`src/rtl/fpba_pkg.sv`:
```
// Shared types and constants for the fit-policy block allocator.
// Used by the controller, the datapath, the top level and the port checker.
package fpba_pkg;

  localparam int MAX_BLOCKS_DEF = 16;
  localparam int SIZE_BITS_DEF  = 16;

  // Stream payload layout
  localparam int CMD_W       = 2;
  localparam int BLK_W       = 4;
  localparam int SIZE_W      = 16;
  localparam int IN_TDATA_W  = 24;
  localparam int OUT_TDATA_W = 24;

  // Configuration port
  localparam int CFG_IDX_W  = 1;
  localparam int CFG_DATA_W = 5;
  localparam logic [CFG_IDX_W-1:0] CFG_POLICY     = 1'd0;
  localparam logic [CFG_IDX_W-1:0] CFG_NUM_BLOCKS = 1'd1;
  localparam logic [CFG_DATA_W-1:0] NUM_BLOCKS_RST = 5'd16;

  // Commands
  localparam logic [CMD_W-1:0] CMD_LOAD    = 2'd0;
  localparam logic [CMD_W-1:0] CMD_RESTART = 2'd1;
  localparam logic [CMD_W-1:0] CMD_ALLOC   = 2'd2;

  // Policies
  localparam logic [1:0] POL_FIRST = 2'd0;
  localparam logic [1:0] POL_BEST  = 2'd1;
  localparam logic [1:0] POL_NEXT  = 2'd2;
  localparam logic [1:0] POL_WORST = 2'd3;

  typedef struct packed {
    logic accept;
    logic walk_start;
    logic load_wr;
    logic commit;
    logic out_load;
  } ctrl_cmd_t;

  typedef struct packed {
    logic walk_done;
    logic out_free;
    logic is_alloc;
  } ctrl_stat_t;

endpackage

```
`src/rtl/fit_policy_block_allocator_unit.sv`:
```
// Top level: fit-policy block allocator (first, best, next and worst fit).
// The table walk reads one block per cycle. One item at a time: the next item can be
// taken in the cycle after its result enters the output register. Synchronous reset clears
// all sizes and the pointer, restores default config.
module fit_policy_block_allocator_unit #(
  parameter int MAX_BLOCKS = fpba_pkg::MAX_BLOCKS_DEF,
  parameter int SIZE_BITS  = fpba_pkg::SIZE_BITS_DEF
) (
  input  logic                             clk,
  input  logic                             rst,
  input  logic                             cfg_we,
  input  logic [fpba_pkg::CFG_IDX_W-1:0]   cfg_index,
  input  logic [fpba_pkg::CFG_DATA_W-1:0]  cfg_data,
  input  logic                             s_axis_tvalid,
  output logic                             s_axis_tready,
  // cmd[1:0], block_index[5:2], size_value[21:6], zero pad
  input  logic [fpba_pkg::IN_TDATA_W-1:0]  s_axis_tdata,
  output logic                             m_axis_tvalid,
  input  logic                             m_axis_tready,
  // granted[0], chosen_block[4:1], remaining_size[20:5], zero pad
  output logic [fpba_pkg::OUT_TDATA_W-1:0] m_axis_tdata
);

  fpba_pkg::ctrl_cmd_t  cmd;
  fpba_pkg::ctrl_stat_t stat;

  fpba_ctrl u_ctrl (
    .clk      (clk),
    .rst      (rst),
    .in_valid (s_axis_tvalid),
    .in_cmd   (s_axis_tdata[1:0]),
    .in_ready (s_axis_tready),
    .stat     (stat),
    .cmd      (cmd)
  );

  fpba_datapath #(.MAX_BLOCKS(MAX_BLOCKS), .SIZE_BITS(SIZE_BITS)) u_dp (
    .clk       (clk),
    .rst       (rst),
    .cfg_we    (cfg_we),
    .cfg_index (cfg_index),
    .cfg_data  (cfg_data),
    .in_data   (s_axis_tdata),
    .cmd       (cmd),
    .stat      (stat),
    .out_valid (m_axis_tvalid),
    .out_ready (m_axis_tready),
    .out_data  (m_axis_tdata)
  );

endmodule

```
`src/rtl/fpba_ram.sv`:
```
// Generic single-write, single-read RAM with registered read data.
// No dependencies.
module fpba_ram #(
  parameter int WIDTH = 16,
  parameter int DEPTH = 16,
  localparam int AddrW = $clog2(DEPTH)
) (
  input  logic             clk,
  input  logic             we,
  input  logic [AddrW-1:0] waddr,
  input  logic [WIDTH-1:0] wdata,
  input  logic [AddrW-1:0] raddr,
  output logic [WIDTH-1:0] rdata
);

  logic [WIDTH-1:0] mem [DEPTH];

  always_ff @(posedge clk) begin
    if (we) begin
      mem[waddr] <= wdata;
    end
    rdata <= mem[raddr];
  end

endmodule

```
`src/rtl/fpba_datapath.sv`:
```
// Datapath: size tables, table walk (scan and restart copy), pick and output register.
// Depends on fpba_pkg and fpba_ram.
module fpba_datapath #(
  parameter int MAX_BLOCKS = fpba_pkg::MAX_BLOCKS_DEF,
  parameter int SIZE_BITS  = fpba_pkg::SIZE_BITS_DEF
) (
  input  logic                             clk,
  input  logic                             rst,
  input  logic                             cfg_we,
  input  logic [fpba_pkg::CFG_IDX_W-1:0]   cfg_index,
  input  logic [fpba_pkg::CFG_DATA_W-1:0]  cfg_data,
  input  logic [fpba_pkg::IN_TDATA_W-1:0]  in_data,
  input  fpba_pkg::ctrl_cmd_t              cmd,
  output fpba_pkg::ctrl_stat_t             stat,
  output logic                             out_valid,
  input  logic                             out_ready,
  output logic [fpba_pkg::OUT_TDATA_W-1:0] out_data
);

  localparam int IdxW = $clog2(MAX_BLOCKS);
  localparam int CntW = $clog2(MAX_BLOCKS + 1);

  // Configuration
  logic [1:0]                      policy;
  logic [fpba_pkg::CFG_DATA_W-1:0] num_blocks;
  logic [CntW-1:0]                 count;

  // Latched item
  logic [fpba_pkg::CMD_W-1:0] cmd_r;
  logic [fpba_pkg::BLK_W-1:0] idx_r;
  logic [SIZE_BITS-1:0]       val_r;

  // Walk
  logic [IdxW-1:0] rd_addr;
  logic [IdxW-1:0] rd_addr_next;
  logic [CntW-1:0] issue_cnt;
  logic [CntW-1:0] wrap_lim;
  logic [IdxW-1:0] start_addr;
  logic            rd_vld;
  logic [IdxW-1:0] rd_idx;

  // Selection and state
  logic                  found;
  logic [IdxW-1:0]       sel_idx;
  logic [SIZE_BITS-1:0]  sel_size;
  logic [IdxW-1:0]       np;
  logic [MAX_BLOCKS-1:0] cur_valid;
  logic [MAX_BLOCKS-1:0] orig_valid;

  // Result
  logic                              res_granted;
  logic [fpba_pkg::BLK_W-1:0]        res_blk;
  logic [fpba_pkg::SIZE_W-1:0]       res_rem;

  // Tables
  logic                 cur_we;
  logic [IdxW-1:0]      cur_waddr;
  logic [SIZE_BITS-1:0] cur_wdata;
  logic [SIZE_BITS-1:0] cur_rdata;
  logic                 orig_we;
  logic [SIZE_BITS-1:0] orig_rdata;

  logic [fpba_pkg::CMD_W-1:0] in_cmd;
  logic [SIZE_BITS-1:0]       cur_size;
  logic                       fits;
  logic                       take;
  logic                       load_ok;
  logic                       sweeping;
  logic [SIZE_BITS-1:0]       remain;

  assign in_cmd = in_data[1:0];

  always_comb begin
    if (int'(num_blocks) > MAX_BLOCKS) begin
      count = CntW'(MAX_BLOCKS);
    end else begin
      count = CntW'(num_blocks);
    end
  end

  // Next fit starts at block 0 when the kept pointer is past the blocks in use
  assign start_addr = (policy == fpba_pkg::POL_NEXT && CntW'(np) < count) ? np : '0;
  assign wrap_lim   = (cmd_r == fpba_pkg::CMD_ALLOC) ? count : CntW'(MAX_BLOCKS);
  assign rd_addr_next = (CntW'(rd_addr) + CntW'(1) == wrap_lim) ? '0 : rd_addr + IdxW'(1);

  assign sweeping = rd_vld && (cmd_r == fpba_pkg::CMD_RESTART);
  assign cur_size = cur_valid[rd_idx] ? cur_rdata : '0;
  assign fits     = cur_size >= val_r;

  always_comb begin
    take = 1'b0;
    if (rd_vld && cmd_r == fpba_pkg::CMD_ALLOC && fits) begin
      if (!found) begin
        take = 1'b1;
      end else if (policy == fpba_pkg::POL_BEST && cur_size < sel_size) begin
        take = 1'b1;
      end else if (policy == fpba_pkg::POL_WORST && cur_size > sel_size) begin
        take = 1'b1;
      end
    end
  end

  assign load_ok = int'(idx_r) < MAX_BLOCKS;
  assign remain  = sel_size - val_r;
  assign orig_we = cmd.load_wr && load_ok;

  always_comb begin
    cur_we    = 1'b0;
    cur_waddr = rd_idx;
    cur_wdata = remain;
    if (cmd.load_wr && load_ok) begin
      cur_we    = 1'b1;
      cur_waddr = IdxW'(idx_r);
      cur_wdata = val_r;
    end else if (sweeping) begin
      cur_we    = 1'b1;
      cur_wdata = orig_valid[rd_idx] ? orig_rdata : '0;
    end else if (cmd.commit && found) begin
      cur_we    = 1'b1;
      cur_waddr = sel_idx;
    end
  end

  fpba_ram #(.WIDTH(SIZE_BITS), .DEPTH(MAX_BLOCKS)) u_cur_ram (
    .clk   (clk),
    .we    (cur_we),
    .waddr (cur_waddr),
    .wdata (cur_wdata),
    .raddr (rd_addr),
    .rdata (cur_rdata)
  );

  fpba_ram #(.WIDTH(SIZE_BITS), .DEPTH(MAX_BLOCKS)) u_orig_ram (
    .clk   (clk),
    .we    (orig_we),
    .waddr (IdxW'(idx_r)),
    .wdata (val_r),
    .raddr (rd_addr),
    .rdata (orig_rdata)
  );

  // Control state
  always_ff @(posedge clk) begin
    if (rst) begin
      policy     <= fpba_pkg::POL_FIRST;
      num_blocks <= fpba_pkg::NUM_BLOCKS_RST;
      np         <= '0;
      cur_valid  <= '0;
      orig_valid <= '0;
      issue_cnt  <= '0;
      rd_vld     <= 1'b0;
      found      <= 1'b0;
      out_valid  <= 1'b0;
    end else begin
      if (cfg_we) begin
        unique case (cfg_index)
          fpba_pkg::CFG_POLICY:     policy     <= cfg_data[1:0];
          fpba_pkg::CFG_NUM_BLOCKS: num_blocks <= cfg_data;
          default: ;
        endcase
      end

      rd_vld <= issue_cnt != '0;
      if (cmd.walk_start) begin
        if (in_cmd == fpba_pkg::CMD_RESTART) begin
          issue_cnt <= CntW'(MAX_BLOCKS);
          np        <= '0;
        end else begin
          issue_cnt <= count;
        end
      end else if (issue_cnt != '0) begin
        issue_cnt <= issue_cnt - CntW'(1);
      end

      if (cmd.accept) begin
        found <= 1'b0;
      end else if (take) begin
        found <= 1'b1;
      end

      if (orig_we) begin
        orig_valid[IdxW'(idx_r)] <= 1'b1;
      end
      if (cur_we) begin
        cur_valid[cur_waddr] <= 1'b1;
      end

      if (cmd.commit && found && policy == fpba_pkg::POL_NEXT) begin
        np <= sel_idx;
      end

      if (cmd.out_load) begin
        out_valid <= 1'b1;
      end else if (out_ready) begin
        out_valid <= 1'b0;
      end
    end
  end

  // Payload
  always_ff @(posedge clk) begin
    if (cmd.accept) begin
      cmd_r       <= in_cmd;
      idx_r       <= in_data[5:2];
      val_r       <= SIZE_BITS'(in_data[21:6]);
      res_granted <= 1'b0;
      res_blk     <= '0;
      res_rem     <= '0;
    end else if (cmd.commit && found) begin
      res_granted <= 1'b1;
      res_blk     <= fpba_pkg::BLK_W'(sel_idx);
      res_rem     <= fpba_pkg::SIZE_W'(remain);
    end

    if (cmd.walk_start) begin
      rd_addr <= (in_cmd == fpba_pkg::CMD_RESTART) ? '0 : start_addr;
    end else if (issue_cnt != '0) begin
      rd_addr <= rd_addr_next;
    end
    rd_idx <= rd_addr;

    if (take) begin
      sel_idx  <= rd_idx;
      sel_size <= cur_size;
    end

    if (cmd.out_load) begin
      out_data <= {3'b000, res_rem, res_blk, res_granted};
    end
  end

  assign stat.walk_done = (issue_cnt == '0) && !rd_vld;
  assign stat.out_free  = !out_valid || out_ready;
  assign stat.is_alloc  = cmd_r == fpba_pkg::CMD_ALLOC;

endmodule

```
`src/rtl/fpba_ctrl.sv`:
```
// Controller state machine: sequences accept, table load, walk, commit and result.
// Depends on fpba_pkg.
module fpba_ctrl (
  input  logic                       clk,
  input  logic                       rst,
  input  logic                       in_valid,
  input  logic [fpba_pkg::CMD_W-1:0] in_cmd,
  output logic                       in_ready,
  input  fpba_pkg::ctrl_stat_t       stat,
  output fpba_pkg::ctrl_cmd_t        cmd
);

  localparam logic [2:0] S_IDLE   = 3'd0;
  localparam logic [2:0] S_LOAD   = 3'd1;
  localparam logic [2:0] S_WALK   = 3'd2;
  localparam logic [2:0] S_COMMIT = 3'd3;
  localparam logic [2:0] S_RESULT = 3'd4;

  logic [2:0] state;
  logic [2:0] state_next;

  assign in_ready       = state == S_IDLE;
  assign cmd.accept     = in_valid && in_ready;
  assign cmd.walk_start = cmd.accept &&
                          (in_cmd == fpba_pkg::CMD_RESTART || in_cmd == fpba_pkg::CMD_ALLOC);
  assign cmd.load_wr    = state == S_LOAD;
  assign cmd.commit     = state == S_COMMIT;
  assign cmd.out_load   = (state == S_RESULT) && stat.out_free;

  always_comb begin
    state_next = state;
    unique case (state)
      S_IDLE: begin
        if (cmd.accept) begin
          unique case (in_cmd) inside
            fpba_pkg::CMD_LOAD:                       state_next = S_LOAD;
            fpba_pkg::CMD_RESTART, fpba_pkg::CMD_ALLOC: state_next = S_WALK;
            default:                                  state_next = S_RESULT;
          endcase
        end
      end
      S_LOAD:   state_next = S_RESULT;
      S_WALK: begin
        if (stat.walk_done) begin
          state_next = stat.is_alloc ? S_COMMIT : S_RESULT;
        end
      end
      S_COMMIT: state_next = S_RESULT;
      S_RESULT: begin
        if (stat.out_free) begin
          state_next = S_IDLE;
        end
      end
      default:  state_next = S_IDLE;
    endcase
  end

  always_ff @(posedge clk) begin
    if (rst) begin
      state <= S_IDLE;
    end else begin
      state <= state_next;
    end
  end

endmodule

```
`config.mk`:
```
export PLATFORM = sky130hd
export DESIGN_NAME = fit_policy_block_allocator_unit
export DESIGN_NICKNAME = d
export VERILOG_FILES = /design/src/rtl/fpba_pkg.sv /design/src/rtl/fit_policy_block_allocator_unit.sv /design/src/rtl/fpba_ram.sv /design/src/rtl/fpba_datapath.sv /design/src/rtl/fpba_ctrl.sv
export SDC_FILE = /design/constraint.sdc
export NUM_CORES = 1
export LEC_CHECK = 0
export BUFFER_PORTS_ARGS = -buffer_cell sky130_fd_sc_hd__buf_2
export CAP_MARGIN = 15
export CORE_ASPECT_RATIO = 0.6
export CORE_UTILIZATION = 52
export CTS_BUF_LIST = sky130_fd_sc_hd__clkbuf_8
export DETAILED_ROUTE_END_ITERATION = 10
export PLACE_DENSITY = 0.74
export SYNTH_ARGS = -nofsm -noshare
export SYNTH_HDL_FRONTEND = slang
export SYNTH_SLANG_ARGS = --single-unit
export TNS_END_PERCENT = 100
```
`constraint.sdc`:
```
create_clock -name clk -period 10.3 [get_ports clk]
set_input_delay 1.03 -clock clk [delete_from_list [all_inputs] [get_ports clk]]
set_output_delay 1.03 -clock clk [all_outputs]
set_load 0.01 [all_outputs]
```
# ---- Yosys cells after proc, flatten, opt, wreduce, memory -nomap -nowiden
# Memory sizes are Yosys's and may differ from the RTL's. A register that Yosys moved wholly into a read port is not among the register bits.
# Index checks and enable logic that the tools add are counted.
dict set report word_totals {
  ram_bits 512
  output_inout_bits 26
  reg_bits 146
  memories 2
  inputBits 35
  rom_bits 0
  elab_cells 135
  latchBits 0
}
dict set report op_classes {
  bitwise 3
  shift 0
  mux 47
  n_eq_ne 15
  div 0
  multipliers 0
  magnitude_cmp 10
  n_reduce_logical 33
  addsub 4
}
# memory depth word_bits read_ports rd_ports_with_merged_regs wr line
set memory_table {}
lappend memory_table {u_dp.u_cur_ram.mem 16 16 1 1 1 fpba_ram.sv:16} ;# logic [WIDTH-1:0] mem [DEPTH];
lappend memory_table {u_dp.u_orig_ram.mem 16 16 1 1 1 fpba_ram.sv:16}
# cell n
set op_table {}
lappend op_table {{2-to-1 mux 16 bit} 4}
lappend op_table {{2-to-1 mux 4 bit} 11}
lappend op_table {{bitwise OR 16 bit} 2}
lappend op_table {{2-to-1 mux 5 bit} 5}
lappend op_table {{2-to-1 mux 1 bit} 17}
lappend op_table {{>= comparator 16 bit} 1}
lappend op_table {{greater-than comparator 16 bit} 1}
lappend op_table {{< comparator 16 bit} 1}
lappend op_table {{subtractor 16 bit} 1}
lappend op_table {{< comparator 4 x 5 -> 1 bit (second input constant)} 3}
lappend op_table {{logical AND 1 bit} 14}
lappend op_table {{2-to-1 mux 3 bit} 4}
lappend op_table {{one-hot mux 3 bit (4 select lines)} 1}
lappend op_table {{binary-select mux 1 bit (select 4 bit)} 2}
lappend op_table {{demux 1 bit (select 4 bit)} 2}
lappend op_table {{== test 2 bit (second input constant)} 4}
lappend op_table {{>= comparator 4 x 1 -> 1 bit (second input constant)} 2}
lappend op_table {{nonzero test 2 bit} 4}
lappend op_table {{== test 2 x 1 -> 1 bit (second input constant)} 3}
lappend op_table {{== test 3 x 2 -> 1 bit (second input constant)} 2}
lappend op_table {{one-hot mux 3 bit (2 select lines)} 1}
lappend op_table {{AND reduction 2 bit} 3}
lappend op_table {{OR reduction 2 bit} 3}
lappend op_table {{adder 4 x 1 -> 5 bit (second input constant)} 1}
lappend op_table {{other kinds (17)} 20}

# ---- Logic depth before layout (Yosys ltp)
# Gate-level depths: netlist of the first run.
dict set report logic_depth {
  depth_word 10
  depth_mapped 15
  ltp_nobuf 13
}

# ---- Modules after synthesis
# Synthesis of the first run repeated with hierarchy kept, for this count alone.
dict set report hier_totals {
  hier_cells 1622
  area_unflattened_um2 27617.7
}
# module seq_area_each_um2 n_inst cells_per_inst area_per_inst_um2
set by_module_without_submodules {}
lappend by_module_without_submodules {fpba_ram 8007.7 2 432 10043.4}
lappend by_module_without_submodules {fpba_datapath 3533.4 1 731 7292.0}
lappend by_module_without_submodules {fpba_ctrl 60.1 1 27 239.0}

# ---- Worst setup path after synthesis of the first run
# No wires, ideal clock.
dict set report synth_path {
  path_type {register -> register}
  from {register u_dp.rd_idx[0]}
  to {register u_dp.sel_idx[0], enable pin}
  setup_slack_ps 5888
  t_required_ps 9915
  t_arrival_ps 4028
  setup_ps 385
  period_less_slack_ps 4412
  path_stages_with_launch 16
  cell_sequence {dfxtp_1 buf_6 mux4_1 mux2i_4 mux2i_1 clkbuf_1 and2_1 ha_1 a21oi_1 o21ai_0 a21o_1 a21o_2 a21o_2 a221o_1 mux2_4 a22oi_2}
}
dict set report synth_between {
  elab_chain_len 9
  word_cells_on_any_way 13
}
# element line
set synth_rtl {}
lappend synth_rtl {{start: declaration} fpba_datapath.sv:40} ;# logic [IdxW-1:0] rd_idx;
lappend synth_rtl {{start signal: assignment} fpba_datapath.sv:220} ;# rd_idx <= rd_addr;
lappend synth_rtl {{binary-select mux 1 bit (select 4 bit) *} fpba_datapath.sv:87} ;# assign cur_size = cur_valid[rd_idx] ? cur_rdata : '0;
lappend synth_rtl {{2-to-1 mux 1 bit (implied by the code) *} fpba_datapath.sv:87}
lappend synth_rtl {{2-to-1 mux 16 bit *} fpba_datapath.sv:87}
lappend synth_rtl {{named net u_dp.cur_size[9]} fpba_datapath.sv:64} ;# logic [SIZE_BITS-1:0] cur_size;
lappend synth_rtl {{greater-than comparator 16 bit} fpba_datapath.sv:97} ;# end else if (policy == fpba_pkg::POL_WORST && cur_size > sel_size) begin
lappend synth_rtl {{logical AND 1 bit} fpba_datapath.sv:97}
lappend synth_rtl {{2-to-1 mux 1 bit} fpba_datapath.sv:97}
lappend synth_rtl {{2-to-1 mux 1 bit} fpba_datapath.sv:95} ;# end else if (policy == fpba_pkg::POL_BEST && cur_size < sel_size) begin
lappend synth_rtl {{2-to-1 mux 1 bit} fpba_datapath.sv:93} ;# if (!found) begin
lappend synth_rtl {{2-to-1 mux 1 bit *} fpba_datapath.sv:92} ;# if (rd_vld && cmd_r == fpba_pkg::CMD_ALLOC && fits) begin
lappend synth_rtl {{named net u_dp.take} fpba_datapath.sv:66} ;# logic take;
lappend synth_rtl {{end signal: assignment} fpba_datapath.sv:223} ;# sel_idx <= rd_idx;
lappend synth_rtl {{end: declaration} fpba_datapath.sv:44} ;# logic [IdxW-1:0] sel_idx;
# The timed path passes the listed nets; every way through them passes the cells marked *. The select of a mux whose other input is x is not followed.
# A chain may end at the register's enable or synchronous reset.

# ---- Worst setup path in the final report of the first run
# Ends and elaborated chain as after synthesis.

==> results.toml, run 1 <==
[timing]
finalSetupViolCount = 0
hold_viol = 0
fmax_mhz = 179
finClkSkew_ns = 0.0482
worst_slack_ns = 4.70
worstMarginPinSlew_ns = 1.36
tns_ns = 0
fin_crit_sh = 0.543
grt_setup_unrepaired = "no"
report.final.slew_viol_count = 0
min_period_ns = 5.60
holdWs_ns = 0.438
maxSlewHeadroom = 0.0950

[worst_setup_path]
critical-path-max-stage-delay_ns = 1.01
crit_fanout = 20
critPathLaunchType = "register"
cp.required_ns = 10.56
crit_top_cell = "a21o_2"
cp-end-kind = "register"
rrSetupSlack_ns = 4.70
critPathKind = "reg -> reg"
slowest_stage = "a22oi_2"
crit_path_cell_trace = "mux4_1 -> mux2i_4 -> mux2i_1 -> buf_4 -> and2_1 -> ha_1 -> a21oi_1 -> o21ai_0 -> a21o_1 -> a21o_2 -> a21o_2 -> a221o_1 -> mux2_4 -> a22oi_2"
crit_arrival_ns = 5.86

[layout]
final_common_cell = "edfxtp_1"
final_cell_mix = "579 x edfxtp_1, 163 x mux4_2, 111 x dfxtp_1, 109 x clkbuf_8, 88 x inv_1"
syn_to_final_growth_pct = 11.7
final_util = 0.594
antenna-diode-count = 0
drive_above_1_share = 0.270
n_fill_cell = 3723
instances_no_fill = 2428
fin_area_sq_um = 30600
fin_nets = 1745

[die]
fp.dieW_microns = 298
die-area_sq_um = 53600
io_pins = 61
core_area_sq_um = 51500
row_count = 64
initial_core_util = 0.532
fp.dieH_microns = 180

[placement]
placed_area_sq_um = 28700
dpl.hpwl_microns = 36800
place_ws_ns = 4.59
gp_congestion = 0.888
io_buffers = 55
placed_cells = 2245

[drt]
postRouteAntennaNets = 0
num_vias = 14426
vias_per_cell = 5.94
dr.pass1.iters = 5
drt-initial-drc-count = 1659
wl_microns = 60000
route.detailed.wl_per_inst_microns = 24.7
drcViolationCount = 0

[logic_synthesis]
synth_top_family_by_area = "multiplexers"
syn_inst = 1521
synth_area_leaders = "edfxtp_1 64%, mux4_2 13%, dfxtp_1 8.1%, ha_1 2.4%, nor2_1 1.4%"
yosys.area_share.adder = 0.0253
yosysSeqAreaShare = 0.716
yosys.area_share.simple = 0.0496
synth.mux.area_fraction = 0.144
synth_top_cell_by_area = "edfxtp_1"
synth_top_area_frac = 0.635
ys.flop_type = "edfxtp_1"
netlist_area_sq_um = 27400
synth_area_per_cell_sq_um = 18.0
synth_xor_area_frac = 0.00640
async_flop_share = 0
synth_compound_area_frac = 0.0409
synth_edf_count = 579
ys_types = 71
ys_warn_count = 0
synth_seq_cells = 690

[power]
p_total_mw = 7.35
powerDensity_nw_per_um2 = 240
ir_drop_mv = 0.211
p_leak_nw = 10.5

[cts]
clk_latency_ns = 0.69
cts_resized = 0
ctsHoldBuffers = 0
cts_sinks = 690
numCtsBuffers = 94
post_cts_buffers = 0
ctsLongestPathBuffers = 3
clk_pin_slew_ns = 0.06
cts_tree = "done"
h-tree-depth = 3
cts_root_buf = "clkbuf_8"

[run]
drv_cap = 0

[global_routing]
use_met3 = 0.0682
grt_antenna_before_repair = 0
grt_pass1_wl_microns = 89400
grt_use_met1 = 0.360
gr-usage-all-layers = 0.227
top_usage_layer = "met1"
use_met2 = 0.306
grt_pass1_vias = 14171
grt_max_degree = 132
grt_overflow = 0

[run_status]
status = "complete, no violations"

[worst_hold_path]
hold_path.class = "reg -> reg"
==> critical path: cells and delay by family (launching register included) <==
family,cells,cell delay [ns]
flip-flops,1,0.78
AO/OA/AOI/OAI,7,2.24
multiplexers,4,1.38
adder cells (fa/ha/maj),1,0.34
buffers and inverters,1,0.23
AND/OR/NAND/NOR,1,0.20
==> power by group <==
group	leakage, nW	switching, mW	internal [mW]
logic	3.26	0.939	0.846
clock network	1.10	1.02	1.00
registers	6.13	0.176	3.37
total	10.5	2.14	5.22
==> Yosys cell counts, drive strengths merged, types with 14 or more instances <==
| cell | instances |
|---|---|
| edfxtp | 579 |
| mux4 | 169 |
| dfxtp | 111 |
| nor2 | 105 |
| nand2 | 77 |
| a21oi | 58 |
| clkbuf | 58 |
| ha | 53 |
| inv | 47 |
| nand3 | 26 |
| o21ai | 22 |
| and2 | 16 |
| nand2b | 16 |
| o21ba | 16 |
| buf | 14 |
| nor3 | 14 |
==> cell families after synthesis <==
group	Yosys count
multiplexers	178
flip-flops	690
buffers and inverters	119
AND/OR/NAND/NOR	293
AO/OA/AOI/OAI	165
adder cells (fa/ha/maj)	55
other	1
XOR/XNOR	20
==> final timing paths <==
path | from | end | cells past startpoint
min reg2reg | u_dp.res_rem[4] | u_dp.out_data[9] | 0
min | u_dp.res_rem[4] | u_dp.out_data[9] | 0
max reg2reg | u_dp.rd_idx[0] | u_dp.sel_idx[0] | 14
max | u_dp.rd_idx[0] | u_dp.sel_idx[0] | 14
==> metal layers <==
layer	routed length, microns	vias up
li1	-	6283
met1	27400	7380
met2	25200	678
met3	6460	85
met4	964	0
met5	0	-
==> layout make-up <==
cell class	count	area, sq um	share of cell area
Sequential cell	690	19600	0.641
Multi-Input combinational cell	714	7390	0.242
Clock buffer	109	1500	0.0491
Tap cell	693	867	0.0284
Timing Repair Buffer	109	693	0.0227
Clock inverter	66	335	0.0110
Inverter	47	176	0.00577
==> state kept, by name, indices dropped and copies added (netlist names), 4 cells and up <==
register and flops:
u_dp.sel_idx 4, u_dp.rd_idx 4, u_dp.idx_r 4, u_dp.orig_valid 16, u_dp.u_orig_ram.mem 256, u_dp.np 4
u_dp.cur_valid 16, u_dp.u_cur_ram.rdata 16, u_dp.val_r 16, u_dp.issue_cnt 5, u_dp.out_data 21, u_dp.res_blk 4
u_dp.u_cur_ram.mem 256, u_dp.sel_size 16, u_dp.num_blocks 5, u_dp.res_rem 16, u_dp.u_orig_ram.rdata 16, u_dp.rd_addr 4
No activity file was read; power rests on OpenSTA's default activity.
==> run 2: changes to the inputs <==
==> constraint.sdc (replaced) <==
create_clock -name clk -period 5.65 [get_ports clk]
set_input_delay 0.565 -clock clk [delete_from_list [all_inputs] [get_ports clk]]
set_output_delay 0.565 -clock clk [all_outputs]
set_load 0.01 [all_outputs]
==> run 2 against run 1 <==
- worst hold slack worse by 0.39 ns
- clock skew decreased by 0.0095 ns
- sequential share of layout area fell by 0.32 points
- cell area is 0.50% higher
- utilization grew 0.29 points
- die area is the same
- non-clock buffer count rose by 11
- total power grew 83%
- critical path type unchanged
- largest power group unchanged
==> results.toml, run 2 (synthesis results as in run 1) <==
[run_status]
status = "complete, no violations"

[worst_setup_path]
cp-end-kind = "register"
cp.required_ns = 5.98
critPathLaunchType = "register"
r2r_start = "u_dp.rd_idx[0]"
crit_start = "u_dp.rd_idx[0]"
rr_endpoint = "u_dp.sel_size[2]"
crit_fanout = 20
reg2reg_depth = 14
rrSetupSlack_ns = 0.98
crit_arrival_ns = 5.00
critPathKind = "reg -> reg"

[timing]
fin_crit_sh = 0.827
hold_viol = 0
finClkSkew_ns = 0.0387
report.final.slew_viol_count = 0
worst_slack_ns = 0.979
grt_setup_unrepaired = "no"
tns_ns = 0
maxSlewHeadroom = 0.217
fmax_mhz = 214
min_period_ns = 4.67
worstMarginPinSlew_ns = 1.17
finalSetupViolCount = 0

[worst_hold_path]
hold_start = "s_axis_tdata[12]"
hold_path.class = "in -> reg"
holdPathEnd = "u_dp.val_r[6]"
holdPathStages = 1

[die]
row_count = 64
io_pins = 61
fp.dieW_microns = 298
die-area_sq_um = 53600
fp.dieH_microns = 180
initial_core_util = 0.532
core_area_sq_um = 51500

[drt]
wl_microns = 62500
dr.pass1.iters = 5
postRouteAntennaNets = 0
vias_per_cell = 6.01
drcViolationCount = 0
num_vias = 14676
route.met3.wl_microns = 7180
wl_met2_microns = 26300
highest_layer = "met4"
drt-initial-drc-count = 1666
met1_length_microns = 28000
route.detailed.wl_per_inst_microns = 25.6

[placement]
gp_congestion = 0.933
placed_cells = 2253
place_ws_ns = 0.721
io_buffers = 55
dpl.hpwl_microns = 38100

[global_routing]
grt_pass1_vias = 14258
grt_pass1_wl_microns = 92100
grt_overflow = 0
grt_max_degree = 132
grt_antenna_before_repair = 0
gr-usage-all-layers = 0.235

[cts]
clk_latency_ns = 0.70
cts_root_buf = "clkbuf_8"
ctsLongestPathBuffers = 3
post_cts_buffers = 0
clk_pin_slew_ns = 0.07
h-tree-depth = 3
numCtsBuffers = 94
cts_resized = 0
cts_tree = "done"
cts_sinks = 690

[power]
p_leak_nw = 10.6
ir_drop_mv = 0.429
swShare = 0.292
power_frac_seq = 0.479
powerDensity_nw_per_um2 = 438
power.internal_mw = 9.53
clkPwrFrac = 0.273
pwr-share-comb = 0.248
switching_power_mw = 3.93

[layout]
drive_above_1_share = 0.272
fin_nets = 1756
final_common_cell = "edfxtp_1"
n_fill_cell = 3771
reg.largest.list = "u_dp.u_cur_ram.mem x256, u_dp.u_orig_ram.mem x256, u_dp.out_data x21"
instances_no_fill = 2440
syn_to_final_growth_pct = 12.3
final_cell_mix = "579 x edfxtp_1, 163 x mux4_2, 113 x clkbuf_8, 111 x dfxtp_1, 94 x inv_1"
antenna-diode-count = 0

[run]
drv_cap = 0
## run 2: cell types whose count changed in the layout (fill, tap and decap cells not counted), moves of 3 or more
cell and delta:
inv_1 +6, dlygate4sd3_1 +4, clkinv_1 -4, clkinv_2 -4
clkbuf_8 +4, buf_4 +3
## run 2: how the worst max path moves through the flow
stage                   endpoint  slack, ns  depth (start not counted)
6_report        u_dp.sel_size[2]       0.98                         14
5_1_grt          u_dp.sel_idx[1]       0.75                         14
4_1_cts         u_dp.sel_size[2]       0.67                         14
3_5_place_dp    u_dp.sel_size[8]       0.72                         14
3_3_place_gp   u_dp.sel_size[11]       0.77                         14
2_1_floorplan    u_dp.sel_idx[0]       1.24                         15
## run 2: through the flow
stage	cell area (sq um)	hold WS, ns	power, mW	utilization
5_1_grt	30700	0.00894	14.0	0.597
3_3_place_gp	28700	0.417	9.76	0.558
6_report	30700	0.0463	13.5	0.597
3_5_place_dp	28800	0.416	9.86	0.559
4_1_cts	30600	0.0000136	13.5	0.595
2_1_floorplan	27400	0.346	8.82	-
## run 2: cell type report
class / instances / area [sq um] / share of cell area
clock buffer: 112 / 1540 / 0.0502
clock inverter: 64 / 304 / 0.00989
inverter: 47 / 176 / 0.00574
multi-input combinational: 714 / 7400 / 0.241
sequential: 690 / 19600 / 0.638
tap: 693 / 867 / 0.0282
timing repair buffer: 120 / 826 / 0.0269
## run 2: power by group through the flow
| stage | Combinational (mW) | Sequential [mW] | Clock (mW) |
|---|---|---|---|
| floorplan | 2.44 | 6.38 | 0 |
| global placement | 3.23 | 6.53 | 0 |
| detailed placement | 3.31 | 6.55 | 0 |
| CTS | 3.33 | 6.44 | 3.75 |
| global route | 3.58 | 6.47 | 3.97 |
| finish | 3.34 | 6.45 | 3.67 |
## run 2: routing by layer
layer,vias to the layer above,track usage
met2,765,0.316
li1,6316,-
met1,7507,0.374
met5,-,0
met4,0,0.0603
met3,88,0.0685
## run 2: worst max-delay path, cell delays in order, from the launching register on
cell and delay (ns):
dfxtp_1 0.69, mux4_1 0.68, mux2i_4 0.21, mux2i_1 0.16, buf_4 0.23, and2_1 0.21
ha_1 0.32, a21oi_1 0.19, nand2_1 0.10, a311oi_2 0.31, o21ai_1 0.10, a221o_1 0.37
mux2_4 0.30, a22oi_2 0.11, buf_4 0.33
## run 2: what timing repair did
action / in CTS / in global routing
endpoints found under the setup margin: 0 / 0
hold buffers: 4 / 0
hold endpoints to repair: 4 / 0
==> run 3: changes to the inputs <==
==> constraint.sdc (replaced) <==
create_clock -name clk -period 4.5 [get_ports clk]
set_input_delay 0.45 -clock clk [delete_from_list [all_inputs] [get_ports clk]]
set_output_delay 0.45 -clock clk [all_outputs]
set_load 0.01 [all_outputs]
==> run 3 against run 2 <==
- worst setup slack worse by 0.85 ns
- highest routed layer is now met5
- clock power up 32%
- cell count up 1.5%
- flip-flop and latch count unchanged
==> results.toml, run 3 (synthesis results as in run 1) <==
[timing]
hold_viol = 0
finalSetupViolCount = 0
grt_setup_unrepaired = "no"
worst_slack_ns = 0.128
holdWs_ns = 0.0521
maxSlewHeadroom = 0.332
fin_crit_sh = 0.972
finClkSkew_ns = 0.0340
tns_ns = 0
report.final.slew_viol_count = 0
min_period_ns = 4.37
fmax_mhz = 229
worstMarginPinSlew_ns = 1.00

[global_routing]
grt_pass1_vias = 14576
grt_antenna_before_repair = 1
grt_max_degree = 60
grt_pass1_wl_microns = 93900
gr-usage-all-layers = 0.241
grt_overflow = 0

[run]
drv_cap = 0

[cts]
clk_pin_slew_ns = 0.07
cts_tree = "done"
post_cts_buffers = 0
cts_root_buf = "clkbuf_8"
cts_sinks = 690
numCtsBuffers = 95
ctsLongestPathBuffers = 3
clk_latency_ns = 0.70
h-tree-depth = 3

[die]
row_count = 64
die-area_sq_um = 53600
io_pins = 61
initial_core_util = 0.532
fp.dieW_microns = 298
core_area_sq_um = 51500
fp.dieH_microns = 180

[layout]
instances_no_fill = 2476
drive_above_1_share = 0.288
final_cell_mix = "579 x edfxtp_1, 163 x mux4_2, 112 x clkbuf_8, 110 x dfxtp_1"
multi_input_area_sq_um = 7390
fin_area_sq_um = 31100
n_fill_cell = 3694
final_util = 0.605
syn_to_final_growth_pct = 13.8
regArea_sq_um = 19600
fin_nets = 1794
reg.largest.list = "u_dp.u_cur_ram.mem x256, u_dp.u_orig_ram.mem x256, u_dp.out_data x21"
antenna-diode-count = 0
final_common_cell = "edfxtp_1"

[worst_setup_path]
cp.required_ns = 4.89
crit_fanout = 16
cp-end-kind = "register"
critical-path-max-stage-delay_ns = 0.63
crit_path_cell_trace = "mux4_1 -> mux2i_4 -> mux2i_1 -> and2_1 -> ha_1 -> a21oi_1 -> o21ai_0 -> a21o_1 -> a21o_2 -> a21o_2 -> a221o_1 -> mux2_4 -> a22oi_2 -> buf_12"
crit_arrival_ns = 4.76
critPathLaunchType = "register"
slowest_stage = "mux4_1"
critPathKind = "reg -> reg"
crit_top_cell = "a21o_2"

[run_status]
status = "complete, no violations"

[placement]
placed_cells = 2278
gp_congestion = 0.957
io_buffers = 55
dpl.hpwl_microns = 40800
place_ws_ns = 0.146
placed_area_sq_um = 29000

[drt]
postRouteAntennaNets = 0
drt-initial-drc-count = 1865
num_vias = 14876
route.detailed.wl_per_inst_microns = 25.7
drcViolationCount = 0
wl_microns = 63700
vias_per_cell = 6.01
dr.pass1.iters = 5

[power]
ir_drop_mv = 0.309
p_total_mw = 17.3
powerDensity_nw_per_um2 = 555
p_leak_nw = 10.7

[worst_hold_path]
hold_path.class = "in -> reg"
-- run 3: cell types whose count changed in the layout (fill, tap and decap cells not counted), moves of 3 or more --
cell	delta
clkinvlp_4	+3
bufinv_16	+4
dlygate4sd3_1	+18
buf_4	+20
inv_1	-21
clkinv_2	+15
-- run 3: final cells by class --
cell class                 count  share of cell area
sequential                   690               0.630
clock inverter                63              0.0131
tap                          693              0.0278
timing repair buffer         157              0.0368
clock buffer                 112              0.0495
multi-input combinational    714               0.237
inverter                      47             0.00567
-- run 3: repair_timing --
item                                   CTS  global route
hold buffers                            22             0
resized for setup                        0             1
setup endpoints to repair                0            20
endpoints found under the hold margin   22             0
-- run 3: path summary, 6_finish.rpt --
kind / from / to / slack [ns] / cells after the start
setup reg to reg: u_dp.rd_idx[0] / u_dp.sel_size[11] / 0.13 / 14
hold reg to reg: u_dp.res_blk[3] / u_dp.out_data[4] / 0.44 / 0
hold / removal: cfg_data[3] / u_dp.num_blocks[3] / 0.05 / 3
setup / recovery: u_dp.rd_idx[0] / u_dp.sel_size[11] / 0.13 / 14
-- run 3: metal layers --
metal	track usage	wire length (microns)	up-vias
li1	-	-	6385
met1	0.387	28600	7662
met2	0.325	26700	746
met3	0.0694	7280	81
met4	0.0523	906	2
met5	0.0150	117	-
-- run 3: critical path, delay by kind of cell, from the launching register on --
family / cells / cell delay (ns)
simple gates: 1 / 0.28
fa+ha+maj: 1 / 0.34
mux: 4 / 1.39
buf+inv: 1 / 0.20
compound gates: 7 / 1.41
flops: 1 / 0.43
-- run 3: where the power goes --
part | internal (mW) | total [mW] | leakage (nW) | switching [mW]
Combinational | 2.05 | 4.35 | 3.49 | 2.31
Sequential | 7.71 | 8.06 | 6.13 | 0.353
Clock | 2.52 | 4.86 | 1.10 | 2.34
Total | 12.3 | 17.3 | 10.7 | 5.00
